[src/hdl/asm_tok_pkg.sv]
// ----------------------------------------------------------------------------
// asm_tok_pkg
// Token kinds, token record and queue push bundle shared by the tokenizer.
// ----------------------------------------------------------------------------
package asm_tok_pkg;

    localparam int OUT_W  = 24;
    localparam int KIND_W = 5;

    localparam logic [KIND_W-1:0] K_EOF      = 5'd0;
    localparam logic [KIND_W-1:0] K_NEWLINE  = 5'd1;
    localparam logic [KIND_W-1:0] K_COLON    = 5'd2;
    localparam logic [KIND_W-1:0] K_LBRACKET = 5'd3;
    localparam logic [KIND_W-1:0] K_RBRACKET = 5'd4;
    localparam logic [KIND_W-1:0] K_LPAREN   = 5'd5;
    localparam logic [KIND_W-1:0] K_RPAREN   = 5'd6;
    localparam logic [KIND_W-1:0] K_LBRACE   = 5'd7;
    localparam logic [KIND_W-1:0] K_RBRACE   = 5'd8;
    localparam logic [KIND_W-1:0] K_COMMA    = 5'd9;
    localparam logic [KIND_W-1:0] K_EQUAL    = 5'd10;
    localparam logic [KIND_W-1:0] K_STRING   = 5'd11;
    localparam logic [KIND_W-1:0] K_HEX      = 5'd12;
    localparam logic [KIND_W-1:0] K_INT      = 5'd13;
    localparam logic [KIND_W-1:0] K_FLOAT    = 5'd14;
    localparam logic [KIND_W-1:0] K_IDENT    = 5'd15;
    localparam logic [KIND_W-1:0] K_UNKNOWN  = 5'd16;

    typedef struct packed {
        logic [KIND_W-1:0] token_kind;
        logic [OUT_W-1:0]  start_offset;
        logic [OUT_W-1:0]  token_length;
        logic [OUT_W-1:0]  line_number;
        logic [OUT_W-1:0]  column_number;
        logic              last_of_run;
    } token_t;

    typedef struct packed {
        logic [1:0] count;
        token_t     first;
        token_t     second;
    } tok_push_t;

endpackage

[src/hdl/asm_tok_scan.sv]
// ----------------------------------------------------------------------------
// asm_tok_scan
// Scanner state and counters; turns one accepted byte or end marker into
// up to two tokens pushed to the output queue in the same cycle.
// ----------------------------------------------------------------------------
module asm_tok_scan #(
    parameter int POS_BITS = 24
) (
    input  logic                  clk,
    input  logic                  rst_n,
    input  logic                  accept,
    input  logic [7:0]            byte_value,
    input  logic                  end_of_input,
    output asm_tok_pkg::tok_push_t push
);
    import asm_tok_pkg::*;

    localparam int MW = (POS_BITS > OUT_W) ? POS_BITS : OUT_W;
    localparam logic [POS_BITS-1:0] CNT_MAX = '1;
    localparam logic [POS_BITS-1:0] CNT_ONE = POS_BITS'(1);

    localparam logic [3:0] M_IDLE    = 4'd0;
    localparam logic [3:0] M_CR      = 4'd1;
    localparam logic [3:0] M_IDENT   = 4'd2;
    localparam logic [3:0] M_ZERO    = 4'd3;
    localparam logic [3:0] M_INT     = 4'd4;
    localparam logic [3:0] M_FLOAT   = 4'd5;
    localparam logic [3:0] M_HEX     = 4'd6;
    localparam logic [3:0] M_MINUS   = 4'd7;
    localparam logic [3:0] M_STR     = 4'd8;
    localparam logic [3:0] M_STR_ESC = 4'd9;
    localparam logic [3:0] M_SLASH   = 4'd10;
    localparam logic [3:0] M_COMMENT = 4'd11;

    localparam logic [7:0] CH_CR     = 8'h0D;
    localparam logic [7:0] CH_LF     = 8'h0A;
    localparam logic [7:0] CH_TAB    = 8'h09;
    localparam logic [7:0] CH_SPACE  = 8'h20;
    localparam logic [7:0] CH_QUOTE  = 8'h22;
    localparam logic [7:0] CH_BSLASH = 8'h5C;
    localparam logic [7:0] CH_X_LO   = 8'h78;
    localparam logic [7:0] CH_X_UP   = 8'h58;
    localparam logic [7:0] CH_DOT    = 8'h2E;
    localparam logic [7:0] CH_UNDER  = 8'h5F;
    localparam logic [7:0] CH_SLASH  = 8'h2F;
    localparam logic [7:0] CH_MINUS  = 8'h2D;
    localparam logic [7:0] CH_ZERO   = 8'h30;

    function automatic logic [POS_BITS-1:0] sat_inc(input logic [POS_BITS-1:0] x);
        sat_inc = (x == CNT_MAX) ? x : x + CNT_ONE;
    endfunction

    function automatic logic [OUT_W-1:0] trim(input logic [POS_BITS-1:0] x);
        logic [MW-1:0] w;
        w = MW'(x);
        trim = w[OUT_W-1:0];
    endfunction

    function automatic logic is_digit(input logic [7:0] b);
        is_digit = (b >= 8'h30) && (b <= 8'h39);
    endfunction

    function automatic logic is_alpha(input logic [7:0] b);
        is_alpha = ((b >= 8'h61) && (b <= 8'h7A)) || ((b >= 8'h41) && (b <= 8'h5A));
    endfunction

    function automatic logic is_xdigit(input logic [7:0] b);
        is_xdigit = is_digit(b) || ((b >= 8'h61) && (b <= 8'h66))
                    || ((b >= 8'h41) && (b <= 8'h46));
    endfunction

    function automatic logic is_id_cont(input logic [7:0] b);
        is_id_cont = is_alpha(b) || is_digit(b) || (b == CH_UNDER) || (b == CH_DOT);
    endfunction

    function automatic logic [KIND_W-1:0] punct_kind(input logic [7:0] b);
        case (b)
            8'h3A:   punct_kind = K_COLON;
            8'h5B:   punct_kind = K_LBRACKET;
            8'h5D:   punct_kind = K_RBRACKET;
            8'h28:   punct_kind = K_LPAREN;
            8'h29:   punct_kind = K_RPAREN;
            8'h7B:   punct_kind = K_LBRACE;
            8'h7D:   punct_kind = K_RBRACE;
            8'h2C:   punct_kind = K_COMMA;
            8'h3D:   punct_kind = K_EQUAL;
            default: punct_kind = K_EOF;
        endcase
    endfunction

    logic [3:0]          mode_reg, mode_next;
    logic [POS_BITS-1:0] pos_reg, pos_next;
    logic [POS_BITS-1:0] line_reg, line_next;
    logic [POS_BITS-1:0] col_reg, col_next;
    logic [POS_BITS-1:0] tstart_reg, tstart_next;
    logic [POS_BITS-1:0] tline_reg, tline_next;
    logic [POS_BITS-1:0] tcol_reg, tcol_next;

    logic [POS_BITS-1:0] pos_inc, line_inc, col_inc;
    logic [POS_BITS-1:0] a_end;
    logic [POS_BITS-1:0] s_line, s_col, s_line_inc, s_col_inc;
    logic                a_emit, b_emit, restart, cr_nl, cont_nl;
    logic [KIND_W-1:0]   a_kind, b_kind, pk;
    logic [3:0]          cont_mode;
    token_t              tok_a, tok_b;

    always_comb
    begin
        pos_inc  = sat_inc(pos_reg);
        line_inc = sat_inc(line_reg);
        col_inc  = sat_inc(col_reg);
        pk       = punct_kind(byte_value);

        a_emit    = 1'b0;
        a_kind    = K_EOF;
        a_end     = pos_reg;
        b_emit    = 1'b0;
        b_kind    = K_EOF;
        restart   = 1'b0;
        cr_nl     = 1'b0;
        cont_nl   = 1'b0;
        cont_mode = mode_reg;

        mode_next   = mode_reg;
        pos_next    = pos_reg;
        line_next   = line_reg;
        col_next    = col_reg;
        tstart_next = tstart_reg;
        tline_next  = tline_reg;
        tcol_next   = tcol_reg;

        if (end_of_input)
        begin
            case (mode_reg)
                M_CR:
                begin
                    a_emit = 1'b1;
                    a_kind = K_NEWLINE;
                    cr_nl  = 1'b1;
                end
                M_IDENT, M_MINUS:
                begin
                    a_emit = 1'b1;
                    a_kind = K_IDENT;
                end
                M_ZERO, M_INT:
                begin
                    a_emit = 1'b1;
                    a_kind = K_INT;
                end
                M_FLOAT:
                begin
                    a_emit = 1'b1;
                    a_kind = K_FLOAT;
                end
                M_HEX:
                begin
                    a_emit = 1'b1;
                    a_kind = K_HEX;
                end
                M_STR, M_STR_ESC:
                begin
                    a_emit = 1'b1;
                    a_kind = K_STRING;
                end
                M_SLASH:
                begin
                    a_emit = 1'b1;
                    a_kind = K_UNKNOWN;
                end
                default:
                begin
                    a_emit = 1'b0;
                end
            endcase
            b_emit = 1'b1;
            b_kind = K_EOF;

            mode_next   = M_IDLE;
            pos_next    = '0;
            line_next   = CNT_ONE;
            col_next    = CNT_ONE;
            tstart_next = '0;
            tline_next  = CNT_ONE;
            tcol_next   = CNT_ONE;
        end
        else
        begin
            case (mode_reg)
                M_CR:
                begin
                    a_emit = 1'b1;
                    a_kind = K_NEWLINE;
                    if (byte_value == CH_LF)
                    begin
                        a_end     = pos_inc;
                        cont_nl   = 1'b1;
                        cont_mode = M_IDLE;
                    end
                    else
                    begin
                        restart = 1'b1;
                        cr_nl   = 1'b1;
                    end
                end
                M_IDENT:
                begin
                    if (!is_id_cont(byte_value))
                    begin
                        restart = 1'b1;
                        a_emit  = 1'b1;
                        a_kind  = K_IDENT;
                    end
                end
                M_ZERO, M_INT:
                begin
                    if ((mode_reg == M_ZERO)
                        && ((byte_value == CH_X_LO) || (byte_value == CH_X_UP)))
                    begin
                        cont_mode = M_HEX;
                    end
                    else if (is_digit(byte_value))
                    begin
                        cont_mode = M_INT;
                    end
                    else if (byte_value == CH_DOT)
                    begin
                        cont_mode = M_FLOAT;
                    end
                    else
                    begin
                        restart = 1'b1;
                        a_emit  = 1'b1;
                        a_kind  = K_INT;
                    end
                end
                M_FLOAT:
                begin
                    if (!is_digit(byte_value))
                    begin
                        restart = 1'b1;
                        a_emit  = 1'b1;
                        a_kind  = K_FLOAT;
                    end
                end
                M_HEX:
                begin
                    if (!is_xdigit(byte_value))
                    begin
                        restart = 1'b1;
                        a_emit  = 1'b1;
                        a_kind  = K_HEX;
                    end
                end
                M_MINUS:
                begin
                    if (is_digit(byte_value))
                    begin
                        cont_mode = M_INT;
                    end
                    else if (is_id_cont(byte_value))
                    begin
                        cont_mode = M_IDENT;
                    end
                    else
                    begin
                        restart = 1'b1;
                        a_emit  = 1'b1;
                        a_kind  = K_IDENT;
                    end
                end
                M_STR:
                begin
                    if (byte_value == CH_QUOTE)
                    begin
                        a_emit    = 1'b1;
                        a_kind    = K_STRING;
                        a_end     = pos_inc;
                        cont_mode = M_IDLE;
                    end
                    else if (byte_value == CH_BSLASH)
                    begin
                        cont_mode = M_STR_ESC;
                    end
                end
                M_STR_ESC:
                begin
                    cont_mode = M_STR;
                end
                M_SLASH:
                begin
                    if (byte_value == CH_SLASH)
                    begin
                        cont_mode = M_COMMENT;
                    end
                    else
                    begin
                        restart = 1'b1;
                        a_emit  = 1'b1;
                        a_kind  = K_UNKNOWN;
                    end
                end
                M_COMMENT:
                begin
                    if ((byte_value == CH_LF) || (byte_value == CH_CR))
                    begin
                        restart = 1'b1;
                    end
                end
                default:
                begin
                    restart = 1'b1;
                end
            endcase

            if (restart)
            begin
                tstart_next = pos_reg;
                tline_next  = s_line;
                tcol_next   = s_col;
                pos_next    = pos_inc;
                line_next   = s_line;
                col_next    = s_col_inc;
                mode_next   = M_IDLE;
                if (byte_value == CH_LF)
                begin
                    b_emit    = 1'b1;
                    b_kind    = K_NEWLINE;
                    line_next = s_line_inc;
                    col_next  = CNT_ONE;
                end
                else if (pk != K_EOF)
                begin
                    b_emit = 1'b1;
                    b_kind = pk;
                end
                else if ((byte_value == CH_SPACE) || (byte_value == CH_TAB))
                begin
                    mode_next = M_IDLE;
                end
                else if (byte_value == CH_CR)
                begin
                    mode_next = M_CR;
                end
                else if (byte_value == CH_QUOTE)
                begin
                    mode_next = M_STR;
                end
                else if (byte_value == CH_ZERO)
                begin
                    mode_next = M_ZERO;
                end
                else if (is_digit(byte_value))
                begin
                    mode_next = M_INT;
                end
                else if (byte_value == CH_MINUS)
                begin
                    mode_next = M_MINUS;
                end
                else if (byte_value == CH_SLASH)
                begin
                    mode_next = M_SLASH;
                end
                else if (is_alpha(byte_value) || (byte_value == CH_UNDER))
                begin
                    mode_next = M_IDENT;
                end
                else
                begin
                    b_emit = 1'b1;
                    b_kind = K_UNKNOWN;
                end
            end
            else
            begin
                mode_next = cont_mode;
                pos_next  = pos_inc;
                col_next  = cont_nl ? CNT_ONE : col_inc;
                line_next = cont_nl ? line_inc : line_reg;
            end
        end
    end

    assign s_line     = cr_nl ? line_inc : line_reg;
    assign s_col      = cr_nl ? CNT_ONE : col_reg;
    assign s_line_inc = sat_inc(s_line);
    assign s_col_inc  = sat_inc(s_col);

    always_comb
    begin
        tok_a.token_kind    = a_kind;
        tok_a.start_offset  = trim(tstart_reg);
        tok_a.token_length  = trim(a_end - tstart_reg);
        tok_a.line_number   = trim(tline_reg);
        tok_a.column_number = trim(tcol_reg);
        tok_a.last_of_run   = !b_emit;

        tok_b.token_kind    = b_kind;
        tok_b.start_offset  = trim(pos_reg);
        tok_b.token_length  = end_of_input ? '0 : trim(pos_inc - pos_reg);
        tok_b.line_number   = trim(s_line);
        tok_b.column_number = trim(s_col);
        tok_b.last_of_run   = 1'b1;

        push.count  = 2'({1'b0, a_emit} + {1'b0, b_emit});
        push.first  = a_emit ? tok_a : tok_b;
        push.second = tok_b;
        if (!accept)
        begin
            push.count = 2'd0;
        end
    end

    always_ff @(posedge clk or negedge rst_n)
    begin
        if (!rst_n)
        begin
            mode_reg   <= M_IDLE;
            pos_reg    <= '0;
            line_reg   <= CNT_ONE;
            col_reg    <= CNT_ONE;
            tstart_reg <= '0;
            tline_reg  <= CNT_ONE;
            tcol_reg   <= CNT_ONE;
        end
        else if (accept)
        begin
            mode_reg   <= mode_next;
            pos_reg    <= pos_next;
            line_reg   <= line_next;
            col_reg    <= col_next;
            tstart_reg <= tstart_next;
            tline_reg  <= tline_next;
            tcol_reg   <= tcol_next;
        end
    end

endmodule

[src/hdl/asm_tok_fifo.sv]
// ----------------------------------------------------------------------------
// asm_tok_fifo
// Four-entry token queue that takes up to two tokens a cycle and hands out one.
// ----------------------------------------------------------------------------
module asm_tok_fifo (
    input  logic                   clk,
    input  logic                   rst_n,
    input  asm_tok_pkg::tok_push_t push,
    output logic                   space_ok,
    output logic                   out_valid,
    input  logic                   out_ready,
    output asm_tok_pkg::token_t    out_token
);
    import asm_tok_pkg::*;

    token_t     entry_reg [4];
    logic [1:0] wr_ptr_reg, wr_ptr_next;
    logic [1:0] rd_ptr_reg, rd_ptr_next;
    logic [2:0] count_reg, count_next;
    logic       pop;

    assign space_ok  = (count_reg < 3'd3);
    assign out_valid = (count_reg != 3'd0);
    assign out_token = entry_reg[rd_ptr_reg];
    assign pop       = out_valid && out_ready;

    always_comb
    begin
        wr_ptr_next = wr_ptr_reg + push.count;
        rd_ptr_next = rd_ptr_reg + {1'b0, pop};
        count_next  = count_reg + {1'b0, push.count} - {2'b00, pop};
    end

    always_ff @(posedge clk)
    begin
        if (push.count != 2'd0)
        begin
            entry_reg[wr_ptr_reg] <= push.first;
        end
        if (push.count == 2'd2)
        begin
            entry_reg[wr_ptr_reg + 2'd1] <= push.second;
        end
    end

    always_ff @(posedge clk or negedge rst_n)
    begin
        if (!rst_n)
        begin
            wr_ptr_reg <= '0;
            rd_ptr_reg <= '0;
            count_reg  <= '0;
        end
        else
        begin
            wr_ptr_reg <= wr_ptr_next;
            rd_ptr_reg <= rd_ptr_next;
            count_reg  <= count_next;
        end
    end

endmodule

[src/hdl/assembly_text_tokenizer.sv]
// ----------------------------------------------------------------------------
// assembly_text_tokenizer
// Streaming tokenizer for assembly-style text, one byte per request.
// ----------------------------------------------------------------------------
// A byte request is scanned in the cycle it is accepted and its tokens (none,
// one or two) enter a four-entry output queue; the first appears on the
// master side after any older tokens. The slave side takes a new request every
// cycle while the queue holds at most two tokens, so the block sustains one
// byte per cycle whenever the sink takes each token as it comes; bursts that
// yield two tokens per byte are limited by the master port, which hands out
// one token per cycle. A request with tlast set flushes any pending token,
// sends an end-of-file token and returns the scanner to its reset state.
module assembly_text_tokenizer #(
    parameter int POS_BITS = 24
) (
    input  logic        clk,
    input  logic        rst_n,
    input  logic        s_tvalid,
    output logic        s_tready,
    input  logic [7:0]  s_tdata,   // byte_value
    input  logic        s_tlast,   // end_of_input
    output logic        m_tvalid,
    input  logic        m_tready,
    output logic [95:0] m_tdata,   // start_offset, token_length, line_number, column_number
    output logic [4:0]  m_tuser,   // token_kind
    output logic        m_tlast    // last_of_run
);
    import asm_tok_pkg::*;

    tok_push_t push;
    token_t    out_token;
    logic      accept;
    logic      space_ok;

    assign s_tready = space_ok;
    assign accept   = s_tvalid && space_ok;

    asm_tok_scan #(
        .POS_BITS(POS_BITS)
    ) u_scan (
        .clk          (clk),
        .rst_n        (rst_n),
        .accept       (accept),
        .byte_value   (s_tdata),
        .end_of_input (s_tlast),
        .push         (push)
    );

    asm_tok_fifo u_fifo (
        .clk       (clk),
        .rst_n     (rst_n),
        .push      (push),
        .space_ok  (space_ok),
        .out_valid (m_tvalid),
        .out_ready (m_tready),
        .out_token (out_token)
    );

    assign m_tdata = {out_token.column_number, out_token.line_number,
                      out_token.token_length, out_token.start_offset};
    assign m_tuser = out_token.token_kind;
    assign m_tlast = out_token.last_of_run;

endmodule

[config.mk]
export PLATFORM = sky130hd
export DESIGN_NAME = assembly_text_tokenizer
export DESIGN_NICKNAME = d
export VERILOG_FILES = /design/src/hdl/asm_tok_pkg.sv /design/src/hdl/asm_tok_scan.sv /design/src/hdl/asm_tok_fifo.sv /design/src/hdl/assembly_text_tokenizer.sv
export SDC_FILE = /design/constraint.sdc
export NUM_CORES = 1
export LEC_CHECK = 0
export ABC_AREA = 1
export BUFFER_PORTS_ARGS = -buffer_cell sky130_fd_sc_hd__buf_2
export CORE_ASPECT_RATIO = 1.4
export CORE_MARGIN = 2
export CORE_UTILIZATION = 45
export DETAILED_ROUTE_END_ITERATION = 16
export PLACE_DENSITY = 0.63
export RECOVER_POWER = 25
export SLEW_MARGIN = 10
export SYNTH_ARGS = -nofsm -noshare
export SYNTH_HDL_FRONTEND = slang
export SYNTH_SLANG_ARGS = --single-unit
[constraint.sdc]
create_clock -name clk -period 6.2 [get_ports clk]
set_input_delay 0.31 -clock clk [delete_from_list [all_inputs] [get_ports clk]]
set_output_delay 0.31 -clock clk [all_outputs]
set_load 0.01 [all_outputs]
# == Word level (Yosys, flattened, before mapping) ==
# Memory sizes are Yosys's and may differ from the RTL's.
# Cells that the tools add are included.
# op_classes
addsub,13
n_mul,0
n_div,0
order_cmp,9
n_eq_ne,45
shift,0
n_mux,114
n_bitwise,0
reduce_logical,33
# op_table
cell,n
$mux 24,26
$add 24x1->24 const B,5
$eq 24x24->1 const B,5
$mux 102,1
$mux 4,25
$eq 8x6->1 const B,11
$mux 5,17
$eq 8x7->1 const B,8
$pmux 24 s2,1
$sub 24x24->24,2
$pmux 5 s8,1
$mux 1,36
$pmux 4 s9,1
$pmux 5 s7,1
$le 8x7->1 const B,4
$eq 8x4->1 const B,3
$pmux 4 s6,1
$eq 4x3->1 const B,4
$eq 4x4->1 const B,4
$ge 8x7->1 const B,2
$logic_or 1x1->1,10
$ne 5x2->1 const B,2
$reduce_or 10->1,1
$pmux 1 s9,1
26 further kinds,42
# word_totals
ff_bits,155
latchBits,0
ram_bits,408
romBits,0
inputBits,13
out_inout_bits,104
mem_count,1
# mem_list
name,depth,width,read_ports,rd_ports_with_merged_regs,wr,line,text
u_fifo.entry_reg,4,102,1,0,2,asm_tok_fifo.sv:16,token_t entry_reg [4];

# == Longest topological paths before layout ==
# logic_depth
depth_word,21
mapped_depth,29

# == By module ==
# A second synthesis with hierarchy kept.
# hier_totals
hier_cells,4502
hier_area_um2,34645.7
# modules_own_cells
module,instances,cells_per_inst,area_each_um2,seq_area_each_um2
asm_tok_fifo,1,2155,20139.3,12426.9
asm_tok_scan,1,2345,14498.9,3708.6
assembly_text_tokenizer,1,2,7.5,0.0

# == Worst setup path before layout ==
# OpenSTA, ideal clock, no wires.
# synth_path
path_type,register -> register
start,register u_scan.mode_reg[0]
end,"memory u_fifo.entry_reg[1][100] (netlist bit), enable pin"
setup_ns,0.464
arrival_ns,5.492
required_time_ns,5.736
path_slack_ns,0.245
path_stages_with_launch,26
synth_period_minus_slack_ns,5.955
path_cell_list,dfrtp_1 nor2_1 inv_1 o21a_1 nor3_1 nand2_1 nand2_1 inv_1 nand2_1 nor2_2 nand2_1 buf_4 buf_2 buf_2 nand3_1 nand2_1 ha_1 inv_1 nor2_1 nor2_1 nor3_1 inv_1 nor2_1 nand2_1 clkbuf_1 nand2_1
# synth_rtl
element,line,text
from (decl),asm_tok_scan.sv:91,"logic [3:0] mode_reg, mode_next;"
from (signal assigned),asm_tok_scan.sv:429,mode_reg <= mode_next;
to (decl),asm_tok_fifo.sv:16,

# == Worst setup path after layout ==
# layout_path
start,register u_fifo.rd_ptr_reg[0]
end,output port m_tdata[86]
# layout_between
elab_chain_len,1
# layout_lines
element,line,text
from (decl),asm_tok_fifo.sv:18,"logic [1:0] rd_ptr_reg, rd_ptr_next;"
from (signal assigned),asm_tok_fifo.sv:57,rd_ptr_reg <= rd_ptr_next;
$mem_v2 4x102,--,
to (decl),assembly_text_tokenizer.sv:24,"output logic [95:0] m_tdata,"
# No other way between the ends.

==> flow_summary.yaml <==
timing:
  max_freq_mhz: 177
  timing.slew.headroom_pct: -144
  drv_slew: 356
  fin_crit_ns: 5.65
  hold_viol: 0
  rsz0062_at_grt: "false"
  period_share_pct: 91.1
  setup_viol: 0
  setup_tns_ns: 0
  whs_ns: 0.234
  worstMarginPinSlew_ns: 3.66
  final.setup_skew_ns: 0.0279
synth:
  synth_simple_gate_area_share_pct: 25.9
  yosys_warnings: 0
  netlist_instances: 4510
  synth_top_family_by_area: "simple AND/OR/NAND/NOR gates"
  async_flop_share_pct: 27.5
  synth.area.mux_share_pct: 0.0324
  synth-seq-area-share_pct: 46.4
  synth-xor-area-share_pct: 1.77
  netlist_area_mm2: 0.0347
  yosysUniqueCellTypes: 60
  avgSynthCellArea_um2: 7.70
  synth_fp_nets: 4583
  synthAdderAreaFrac_pct: 2.23
  synth_compound_area_share_pct: 16.8
  synth-seq-cells: 563
  synth_edf_count: 404
  synthFlopType: "edfxtp_1"
place:
  gpl.final_weighted_congestion: 0.995
  dp_hpwl_um: 78700
  numPortBuffers: 116
floorplanning:
  die_h_um: 333
  die_area_mm2: 0.0794
  core_mm2: 0.0764
  die_w_um: 239
  io_pins: 117
  initial_utilization_pct: 45.4
  rows: 120
final_layout:
  layout_commonest_cell: "nand2_1"
  drive_gt1_share_pct: 6.07
  nets: 4557
  n_fill_cell: 7462
  n_antenna_cell: 0
  mostFrequentLayoutCells: "nand2_1, o21ai_0, nor2_1"
  largest_reg_flops: 408
  syn_to_final_growth_pct: 9.12
route:
  dr.first_iter.drc_count: 2832
  detail_route.vias_per_cell: 5.97
  final_antenna_net_count: 0
  dr.pass1.iters: 6
  num_vias: 32900
  drc: 0
  wl_per_cell_um: 22.1
  wl_um: 122000
clock_tree:
  h-tree-depth: 2
  clockBufferDepth: 3
  clk_pin_slew_ns: 0.06
  cts_tree: "done"
  cts-buffers-inserted: 57
  insertion_delay_ns: 0.67
  cts-root-buf: "clkbuf_16"
  cts_sinks: 563
worst_hold_path:
  holdCritStartpoint: "m_tready"
  whs_endpoint: "u_fifo.rd_ptr_reg[0]$_DFF_PN0_"
  hold_depth: 3
  hold_path.class: "in2reg"
setup_path:
  cp_max_fo: 75
  crit_chain: "clkbuf_1 -> o21ai_0 -> o22ai_1 -> clkbuf_1"
  slowest_stage: "clkbuf_1"
  start_kind: "register"
  critPathKind: "reg2out"
  end_kind: "output pin"
  reg2reg_depth: 24
  critPathMostFrequentCell: "clkbuf_1"
  reg2reg_slack_ns: 0.65
  critPathMaxStageDelay_ns: 2.53
  r2r_end: "u_fifo.entry_reg[0][68]$_DFFE_PP_"
  r2r_start: "u_scan.mode_reg[3]$_DFFE_PN0P_"
  crit_required_ns: 5.89
  crit_arrival_ns: 5.34
run:
  max-cap-violations: 5
grt:
  antenna_found_initial: 0
  grt_max_degree: 131
  grt_util_all_layers_pct: 30.3
  grt_first_pass_wirelength_um: 186000
  grt_overflow: 0
  grt_pass1_vias: 32000
power_and_ir_drop:
  ir_drop_mv: 0.277
  p_leak_uw: 0.0145
  p_per_area_mw_per_mm2: 521
run_status:
  outcome: "finished with violations"
  failed_checks: "max-capacitance violations, max-slew violations"
power breakdown:
group	switching [µW]	internal, µW
registers	548	4790
logic	7760	2940
clock network	1600	2090
metrics by stage:
| stage | cell area [µm²] | utilization [%] | instances | setup WS (ns) | total power (µW) |
|---|---|---|---|---|---|
| after floorplan | 34700 | - | 4510 | 0.245 | 12300 |
| after global placement | 36100 | 47.2 | 5400 | 0.879 | 16000 |
| after detailed placement | 36100 | 47.2 | 5400 | 0.846 | 16000 |
| after CTS | 38100 | 49.8 | 5509 | 0.837 | 19700 |
| after global routing | 37900 | 49.6 | 5509 | 0.284 | 21000 |
| final | 37900 | 49.6 | 5509 | 0.549 | 19700 |
worst max-delay path: cells and delay by family, from the launching register on:
kind | cells | cell delay [ns]
AO/OA/AOI/OAI | 2 | 1.02
buffers and inverters | 2 | 2.77
flip-flops | 1 | 0.80
synthesized netlist by cell type, drive strengths merged (11+ instances only):
master  number  area (µm²)
nand2     1042        3990
o21ai      782        3940
nor2       503        2010
nand3      445        2240
edfxtp     404       12100
inv        341        1280
clkbuf     198         743
o22ai      183        1140
dfrtp      151        3780
a21oi       88         444
buf         66         368
xor2        59         517
ha          57         713
nand4       54         338
nor3        44         235
xnor2       11        96.3
how the worst max path moves through the flow:
stage	from	to	slack [ns]
after floorplan	u_scan.mode_reg[0]$_DFFE_PN0P_	u_fifo.entry_reg[1][100]$_DFFE_PP_	0.24
after global placement	u_scan.pos_reg[0]$_DFFE_PN0P_	u_fifo.entry_reg[3][71]$_DFFE_PP_	0.88
after detailed placement	s_tdata[4]	u_fifo.entry_reg[0][68]$_DFFE_PP_	0.85
after CTS	u_scan.mode_reg[3]$_DFFE_PN0P_	u_fifo.entry_reg[0][68]$_DFFE_PP_	0.84
after global routing	u_fifo.rd_ptr_reg[0]$_DFF_PN0_	m_tdata[86]	0.28
final	u_fifo.rd_ptr_reg[0]$_DFF_PN0_	m_tdata[86]	0.55
final cells by class:
cell class / count / area (µm²) / share of cell area (%)
timing repair buffer: 179 / 1020 / 2.70
inverter: 346 / 1300 / 3.44
multi-input combinational: 3337 / 16300 / 43.0
clock inverter: 36 / 383 / 1.01
tap: 976 / 1220 / 3.22
sequential: 563 / 16100 / 42.5
clock buffer: 72 / 1580 / 4.16
metal layers:
metal  track usage (%)  vias to the layer above  routed length [µm]  part of all wire [%]
li1                  -                    15400                   -                     -
met1              34.5                    15800               45100                    37
met2              54.6                     1349               62400                    51
met3              3.64                      350                7510                   6.2
met4              17.0                        0                6930                   5.7
met5                 0                        -                   0                     0
cell families after synthesis:
group | after synthesis
mux | 1
xor+xnor | 70
flops | 563
fa+ha+maj | 60
buf+inv | 610
compound gates | 1093
simple gates | 2113
timing repair:
| item | 4_1_cts | 5_1_grt |
|---|---|---|
| endpoints found under the hold margin | 69 | 0 |
| setup endpoints to repair | 0 | 0 |
| setup buffers | 0 | 0 |
| gates resized for setup | 0 | 0 |
| hold buffers | 1 | 0 |
(Power assumes the default switching activity.)
